==> src/hdl/aik_pkg.sv <==
// Shared constants, widths and helpers for the arm inverse kinematics block.
// No dependencies; imported by every module of the block.
package aik_pkg;

  localparam int LEN_W = 23;           // link and base height registers
  localparam int DEN_W = 2 * LEN_W + 1;
  localparam int WFRAC = 30;           // internal angle and ratio fraction bits
  localparam int Q_DEPTH = 4;
  localparam int Q_AW = 2;

  localparam logic signed [32:0] PI_W      = 33'sd3373259426;
  localparam logic signed [32:0] HALF_PI_W = 33'sd1686629713;

  localparam logic [1:0] CFG_BASE_HEIGHT = 2'd0;
  localparam logic [1:0] CFG_UPPER_LINK  = 2'd1;
  localparam logic [1:0] CFG_LOWER_LINK  = 2'd2;
  localparam logic [1:0] CFG_MODE        = 2'd3;

  localparam logic [1:0] ST_OK        = 2'd0;
  localparam logic [1:0] ST_UNREACH   = 2'd1;
  localparam logic [1:0] ST_OUT_RANGE = 2'd2;

  function automatic int zo_w(input int cb);
    zo_w = ((cb > LEN_W) ? cb : LEN_W) + 1;
  endfunction

  // x, y, zo, m, num, den, unreachable, mode, l2, l3
  function automatic int entry_w(input int cb);
    entry_w = 2 * cb + zo_w(cb) + (2 * cb + 1) + (2 * zo_w(cb) + 3) + DEN_W + 2 + 2 * LEN_W;
  endfunction

  // atan(2^-i) in Q30; beyond the table the small-angle form 2^-i holds
  function automatic logic [31:0] atan_step(input int i);
    logic [31:0] v;
    case (i)
      0: v = 32'd843314856;
      1: v = 32'd497837829;
      2: v = 32'd263043836;
      3: v = 32'd133525158;
      4: v = 32'd67021686;
      5: v = 32'd33543515;
      6: v = 32'd16775850;
      7: v = 32'd8388437;
      8: v = 32'd4194282;
      9: v = 32'd2097149;
      default: begin
        if (i <= WFRAC) v = 32'((64'd1 << (WFRAC - i)) - 64'd1);
        else v = 32'd0;
      end
    endcase
    atan_step = v;
  endfunction

endpackage

==> src/hdl/aik_queue.sv <==
// Short FIFO between the classifying front end and the solver back end.
// Depends on aik_pkg for depth constants.
module aik_queue #(
  parameter int W = 8
) (
  input  logic         clk,
  input  logic         rst,
  input  logic         push_valid,
  output logic         push_ready,
  input  logic [W-1:0] push_data,
  output logic         pop_valid,
  input  logic         pop,
  output logic [W-1:0] pop_data
);
  import aik_pkg::*;

  logic [W-1:0]    mem [Q_DEPTH];
  logic [Q_AW-1:0] wp, rp;
  logic [Q_AW:0]   count;
  logic do_push, do_pop;

  assign push_ready = (count != (Q_AW+1)'(Q_DEPTH));
  assign pop_valid  = (count != '0);
  assign do_push    = push_valid && push_ready;
  assign do_pop     = pop && pop_valid;
  assign pop_data   = mem[rp];

  always_ff @(posedge clk) begin
    if (do_push) mem[wp] <= push_data;
  end

  always_ff @(posedge clk) begin
    if (rst) begin
      wp <= '0;
      rp <= '0;
      count <= '0;
    end else begin
      if (do_push) wp <= wp + 1'b1;
      if (do_pop) rp <= rp + 1'b1;
      if (do_push && !do_pop) count <= count + 1'b1;
      else if (!do_push && do_pop) count <= count - 1'b1;
    end
  end

endmodule

==> config.mk <==
export PLATFORM = sky130hd
export DESIGN_NAME = aik_queue
export DESIGN_NICKNAME = d
export VERILOG_FILES = /design/src/hdl/aik_pkg.sv /design/src/hdl/aik_queue.sv
export SDC_FILE = /design/constraint.sdc
export NUM_CORES = 1
export LEC_CHECK = 0
export BUFFER_PORTS_ARGS = -buffer_cell sky130_fd_sc_hd__buf_2
export CORE_MARGIN = 3
export CORE_UTILIZATION = 59
export DETAILED_ROUTE_END_ITERATION = 8
export PLACE_DENSITY = 0.81
export REMOVE_ABC_BUFFERS = 1
export SLEW_MARGIN = 20
export SYNTH_ARGS = -nofsm -noshare
export SYNTH_HDL_FRONTEND = slang
export SYNTH_SLANG_ARGS = --single-unit
==> constraint.sdc <==
create_clock -name clk -period 6.1 [get_ports clk]
set_input_delay 0 -clock clk [delete_from_list [all_inputs] [get_ports clk]]
set_output_delay 0 -clock clk [all_outputs]
set_load 0.02 [all_outputs]
==> flow_summary.ini, run 1 <==
[pwr]
pwr_density_cell_nw_per_um2 = 417
power.static_leakage_nw = 0.728
peakVddDrop_uv = 320

[worst_setup_path]
worstSetupStartpoint = count[0]
critical_path_peak_fanout = 7
critical_path.startpoint_type = flop
r2r_end = count[2]
cp_data_arrival_time_ps = 2430
critPathKind = reg2reg
r2r_cells = 8
cp_slowest_stage_delay_ps = 500
cp_slowest_cell = sky130_fd_sc_hd__dfxtp_1
setup.worst_path.end_class = flop
critical_path_required_ps = 6380
crit_family = adder cells
reg2reg_slack_ps = 3950
reg_to_reg_critical_path_startpoint = count[0]
critical_path.n_buffers_inverters = 1
timing.critical_path.cells = nor2_2 > a21boi_4 > ha_1 > inv_1 > fa_1 > xor2_1 > or3_1 > a21oi_1

[synth]
yosysSeqAreaShare_pct = 69.7
synthTopCellsByArea = sky130_fd_sc_hd__edfxtp_1, sky130_fd_sc_hd__dfxtp_1, sky130_fd_sc_hd__mux4_2
synthesis.yosys.warnings = 0
mappedNetlistArea_um2 = 1640
ys_seq_elements = 41
synth.lib_cells_used.distinct = 23
postSynthCellCount = 90
netlist.area_leader.share_pct = 58.7
synth.largest_area_cell = sky130_fd_sc_hd__edfxtp_1
synth_area_per_cell_um2 = 18.2

[route]
post_drt_via_cell_ratio = 5.54
drt_first_iter_violations = 13
detail-route-antenna-nets = 0
drt_wl_total_um = 2630
drc_errors = 0
drtPass1Iterations = 4
dr_total_vias = 858
wl_per_cell_um = 16.9

[layout]
fin_nets = 142
final_core_util_pct = 76.3
regArea_um2 = 1140
multi_input_area_um2 = 470
drive_above_1_share_pct = 33.6
count_of_fill_cells_added_during_filler_insertion = 147
synthToLayoutAreaGrowth_pct = 19.6
antenna-diode-count = 0
final_common_cell = sky130_fd_sc_hd__edfxtp_1
final_cell_mix = sky130_fd_sc_hd__edfxtp_1, sky130_fd_sc_hd__buf_2, sky130_fd_sc_hd__dfxtp_1, sky130_fd_sc_hd__dlygate4sd3_1, sky130_fd_sc_hd__mux4_2

[timing]
clock-skew-final_ps = 8.95
setup_viol = 0
max-slew-margin-rel_pct = 62.7
sum_neg_setup_slack_ps = 0
worst_margin_pin_slew_ps = 559
layout_worst_path_cycle_share_pct = 35.2
rsz0062_at_grt = no
period_needed_ps = 2150
maxSlewViolCount = 0
hold_viol_final = 0
achievable-frequency_mhz = 465

[run]
cap_violations = 0

[placement]
dp_hpwl_um = 1680
finalWeightedCongestion = 0.785
numPortBuffers = 21

[floorplan]
die_span_in_x_um = 58.7
coreArea_um2 = 2570
floorplan.io_pins = 22
initial_core_util_pct = 63.8
chipHeight_um = 58.7
die_area_um2 = 3440
row_count = 18

[clocking]
max-clock-path-buffers = 2
cts_tree = yes
clock_latency_ps = 350
cts_inserted_buffers = 5
cts_max_level = 2
postCtsSetupBuffers = 0
clk_root_buffer_cell = sky130_fd_sc_hd__clkbuf_4
cts.repair.resized = 0
cts_num_sinks = 41
clk_pin_slew_ps = 110

[grt]
globalRouteOverflowTotal = 0
initial_antenna_violation_count = 0
number_of_global_route_vias_before_repair = 889
grt_first_pass_wirelength_um = 4240
maximum_number_of_pins_on_one_net_before_global_route_repair = 14
grt_use_total_pct = 17.7

[run_status]
run_status = complete, no violations

[min_path]
min-delay-start = pop
min_delay_path_depth = 4
min-delay-path-class = in2reg
cells in the mapped netlist, drive strengths merged:
library cell  instances
or3                   2
fa                    1
and2                  4
nand2                 1
buf                   1
clkbuf                2
ha                    5
a21oi                 1
o21ai                 1
xor2                  4
nand2b                2
o311ai                1
o31ai                 1
a21boi                1
edfxtp               32
dfxtp                 9
mux4                  8
nor2                  8
inv                   3
mux2                  1
mux2i                 2
layer usage:
layer	share of wire, %	vias to the layer above	track usage (%)
met3	5.7	8	7.02
met5	0	-	0
met4	2.5	0	8.41
met1	43	423	21.7
met2	48	22	27.8
li1	-	405	-
sequential cells by signal (all words and copies together), names as in the netlist, named ones only:
name,flops
wp,2
rp,2
mem,32
count,3
repair_timing:
| action | in CTS | in global routing |
|---|---|---|
| endpoints found under the hold margin | 39 | 0 |
| setup endpoints to repair | 0 | 0 |
| hold buffers | 9 | 0 |
metrics by stage:
| step | std cells | power [mW] | cell area, µm² | setup slack, ps | hold WS (ps) |
|---|---|---|---|---|---|
| global route | 155 | 0.859 | 1960 | 3790 | 60.5 |
| finish | 155 | 0.816 | 1960 | 3950 | 51.3 |
| detailed placement | 138 | 0.608 | 1770 | 3960 | 224 |
| floorplan | 87 | 0.543 | 1620 | 4110 | 69.1 |
| global placement | 138 | 0.599 | 1770 | 4050 | 210 |
| CTS | 155 | 0.821 | 1960 | 3950 | 40.4 |
worst max-delay path by stage:
stage,end,slack [ps],cells after the start
after detailed placement,count[2],3960,8
after global routing,count[2],3790,8
after CTS,count[2],3950,8
after floorplan,count[2],4110,8
final,count[2],3950,8
after global placement,count[2],4050,8
worst min-delay path, stage by stage:
cell and delay, ps:
sky130_fd_sc_hd__buf_2 110, sky130_fd_sc_hd__o31ai_2 80, sky130_fd_sc_hd__xor2_1 80, sky130_fd_sc_hd__nor2_1 90
cell type report:
type / instances / share of cell area [%]
well taps: 30 / 1.92
clock buffers: 5 / 1.92
repair buffers: 30 / 9.97
flip-flops and latches: 41 / 58.3
clock inverters: 3 / 3.32
inverters: 3 / 0.575
multi-input cells: 43 / 24.0
power by group:
group | internal (mW) | total (mW) | switching (mW) | leakage, nW
sequential | 0.343 | 0.385 | 0.0421 | 0.367
combinational | 0.105 | 0.219 | 0.114 | 0.305
clock | 0.127 | 0.212 | 0.0850 | 0.0552
total | 0.575 | 0.816 | 0.241 | 0.728
logic make-up after synthesis:
logic type,synth area share (%)
flops,69.7
buf+inv,1.60
xor+xnor,2.14
fa+ha+maj,5.04
compound gates,3.06
simple gates,5.35
mux,13.1
No activity file was read; power rests on OpenSTA's default activity.
==> run 2, diff against run 1 <==
--- a/config.mk
+++ b/config.mk
@@ -7,9 +7,9 @@
 export LEC_CHECK = 0
 export BUFFER_PORTS_ARGS = -buffer_cell sky130_fd_sc_hd__buf_2
 export CORE_MARGIN = 3
-export CORE_UTILIZATION = 59
+export CORE_UTILIZATION = 55
 export DETAILED_ROUTE_END_ITERATION = 8
-export PLACE_DENSITY = 0.81
+export PLACE_DENSITY = 0.77
 export REMOVE_ABC_BUFFERS = 1
 export SLEW_MARGIN = 20
 export SYNTH_ARGS = -nofsm -noshare
==> constraint.sdc (replaced) <==
create_clock -name clk -period 2.2 [get_ports clk]
set_input_delay 0 -clock clk [delete_from_list [all_inputs] [get_ports clk]]
set_output_delay 0 -clock clk [all_outputs]
set_load 0.02 [all_outputs]
==> flow_summary.ini, run 2 (synthesis results as in run 1) <==
[timing]
worst_hold_slack_ps = 37.3
worst_margin_pin_slew_ps = 572
rsz0062_at_grt = no
sum_neg_setup_slack_ps = 0
maxSlewViolCount = 0
clock-skew-final_ps = 11.5
layout_worst_path_cycle_share_pct = 93.2
period_needed_ps = 2050
achievable-frequency_mhz = 488
max-slew-margin-rel_pct = 61.8
setup_viol = 0
hold_viol_final = 0

[worst_setup_path]
cp_data_arrival_time_ps = 2350
worst-path-stages = 7
critPathKind = reg2reg
r2r_cells = 7
critical_path.n_buffers_inverters = 1
critical_path_peak_fanout = 7
reg_to_reg_critical_path_startpoint = count[2]
cp_slowest_stage_delay_ps = 420
setup.worst_path.end_class = flop
reg2reg_slack_ps = 150
critical_path.startpoint_type = flop
r2r_end = count[2]
timing.critical_path.cells = o31ai_4 > ha_1 > inv_1 > fa_1 > xor2_1 > or3_1 > a21oi_1
cp_slowest_cell = sky130_fd_sc_hd__dfxtp_1
critical_path_required_ps = 2490
crit_family = adder cells

[grt]
grt_use_total_pct = 17.3
maximum_number_of_pins_on_one_net_before_global_route_repair = 14
number_of_global_route_vias_before_repair = 906
initial_antenna_violation_count = 0
grt_first_pass_wirelength_um = 4230
globalRouteOverflowTotal = 0

[clocking]
max-clock-path-buffers = 2
clk_root_buffer_cell = sky130_fd_sc_hd__clkbuf_4
cts_max_level = 2
postCtsSetupBuffers = 0
cts_tree = yes
cts_num_sinks = 41
cts_inserted_buffers = 5
clock_latency_ps = 350
clk_pin_slew_ps = 130

[placement]
dp.cells = 140
numPortBuffers = 21
dp_hpwl_um = 1840
finalWeightedCongestion = 0.639

[min_path]
min_delay_path_depth = 4
min-delay-path-class = in2reg
min-delay-start = pop

[floorplan]
floorplan.io_pins = 22
coreArea_um2 = 2810
die_area_um2 = 3670
initial_core_util_pct = 58.4
die_span_in_x_um = 60.6
row_count = 19
chipHeight_um = 60.6

[layout]
final_cell_mix = sky130_fd_sc_hd__edfxtp_1, sky130_fd_sc_hd__buf_2, sky130_fd_sc_hd__dlygate4sd3_1, sky130_fd_sc_hd__mux4_2
synthToLayoutAreaGrowth_pct = 19.9
fin_nets = 143
regArea_um2 = 1140
largest_registers = mem x32, count x3
final_common_cell = sky130_fd_sc_hd__edfxtp_1
largest_reg_flops = 32
count_of_fill_cells_added_during_filler_insertion = 187
post_layout_nonfiller_instances = 157
multi_input_area_um2 = 479
final_core_util_pct = 70.0
drive_above_1_share_pct = 35.7
registers.top_by_ff_count = mem
antenna-diode-count = 0

[route]
drt_wl_total_um = 2720
drc_errors = 0
detail-route-antenna-nets = 0
drtPass1Iterations = 4
wl_per_cell_um = 17.3
drt_first_iter_violations = 21
dr_total_vias = 857
post_drt_via_cell_ratio = 5.46

[pwr]
pwr_density_cell_nw_per_um2 = 1130
power.static_leakage_nw = 0.724
peakVddDrop_uv = 583

[run]
cap_violations = 0

[run_status]
run_status = complete, no violations
run 2: final cells by class:
class                      count  area share (%)
timing repair buffer          31            10.3
inverter                       3           0.573
multi-input combinational     43            24.4
sequential                    41            58.2
tap                           31            1.97
clock buffer                   6            2.61
clock inverter                 2            1.91
run 2: through the flow:
step	cell area (µm²)	power (mW)	setup WS (ps)
4_1_cts	1950	2.22	66.1
2_1_floorplan	1620	1.50	211
5_1_grt	1960	2.33	2.20
3_3_place_gp	1770	1.67	236
6_report	1960	2.21	149
3_5_place_dp	1770	1.70	80.4
run 2: worst min-delay path, delay by kind of cell:
kind                      cells  cell delay [ps]
xor gates and xnor gates      1               80
AOI/OAI and AO/OA             1               60
and+or+nand+nor               1               90
buffers and inverters         1              120
run 2: what timing repair did:
item | in CTS | in global routing
hold endpoints to repair | 39 | 0
setup endpoints to repair | 0 | 1
gates resized for setup | 0 | 3
hold buffers | 9 | 0
run 2: per-layer routing:
metal  routed length (µm)  share of wire (%)  GRT usage [%]
met2                 1440                 53           30.1
met5                    0                  0              0
met1                 1110                 41           18.5
met3                  115                4.2           5.74
met4                   58                2.1           9.60
run 2: how the worst max path moves through the flow:
| stage | start | to |
|---|---|---|
| final | count[2] | count[2] |
| after global routing | count[2] | count[2] |
| after CTS | count[1] | count[2] |
| after detailed placement | count[1] | count[2] |
| after global placement | count[1] | count[2] |
| after floorplan | count[0] | count[2] |
run 2: where the power goes:
part / switching, mW / total [mW] / internal (mW)
clock network: 0.243 / 0.514 / 0.270
registers: 0.123 / 1.08 / 0.955
logic: 0.319 / 0.620 / 0.301
total: 0.686 / 2.21 / 1.53
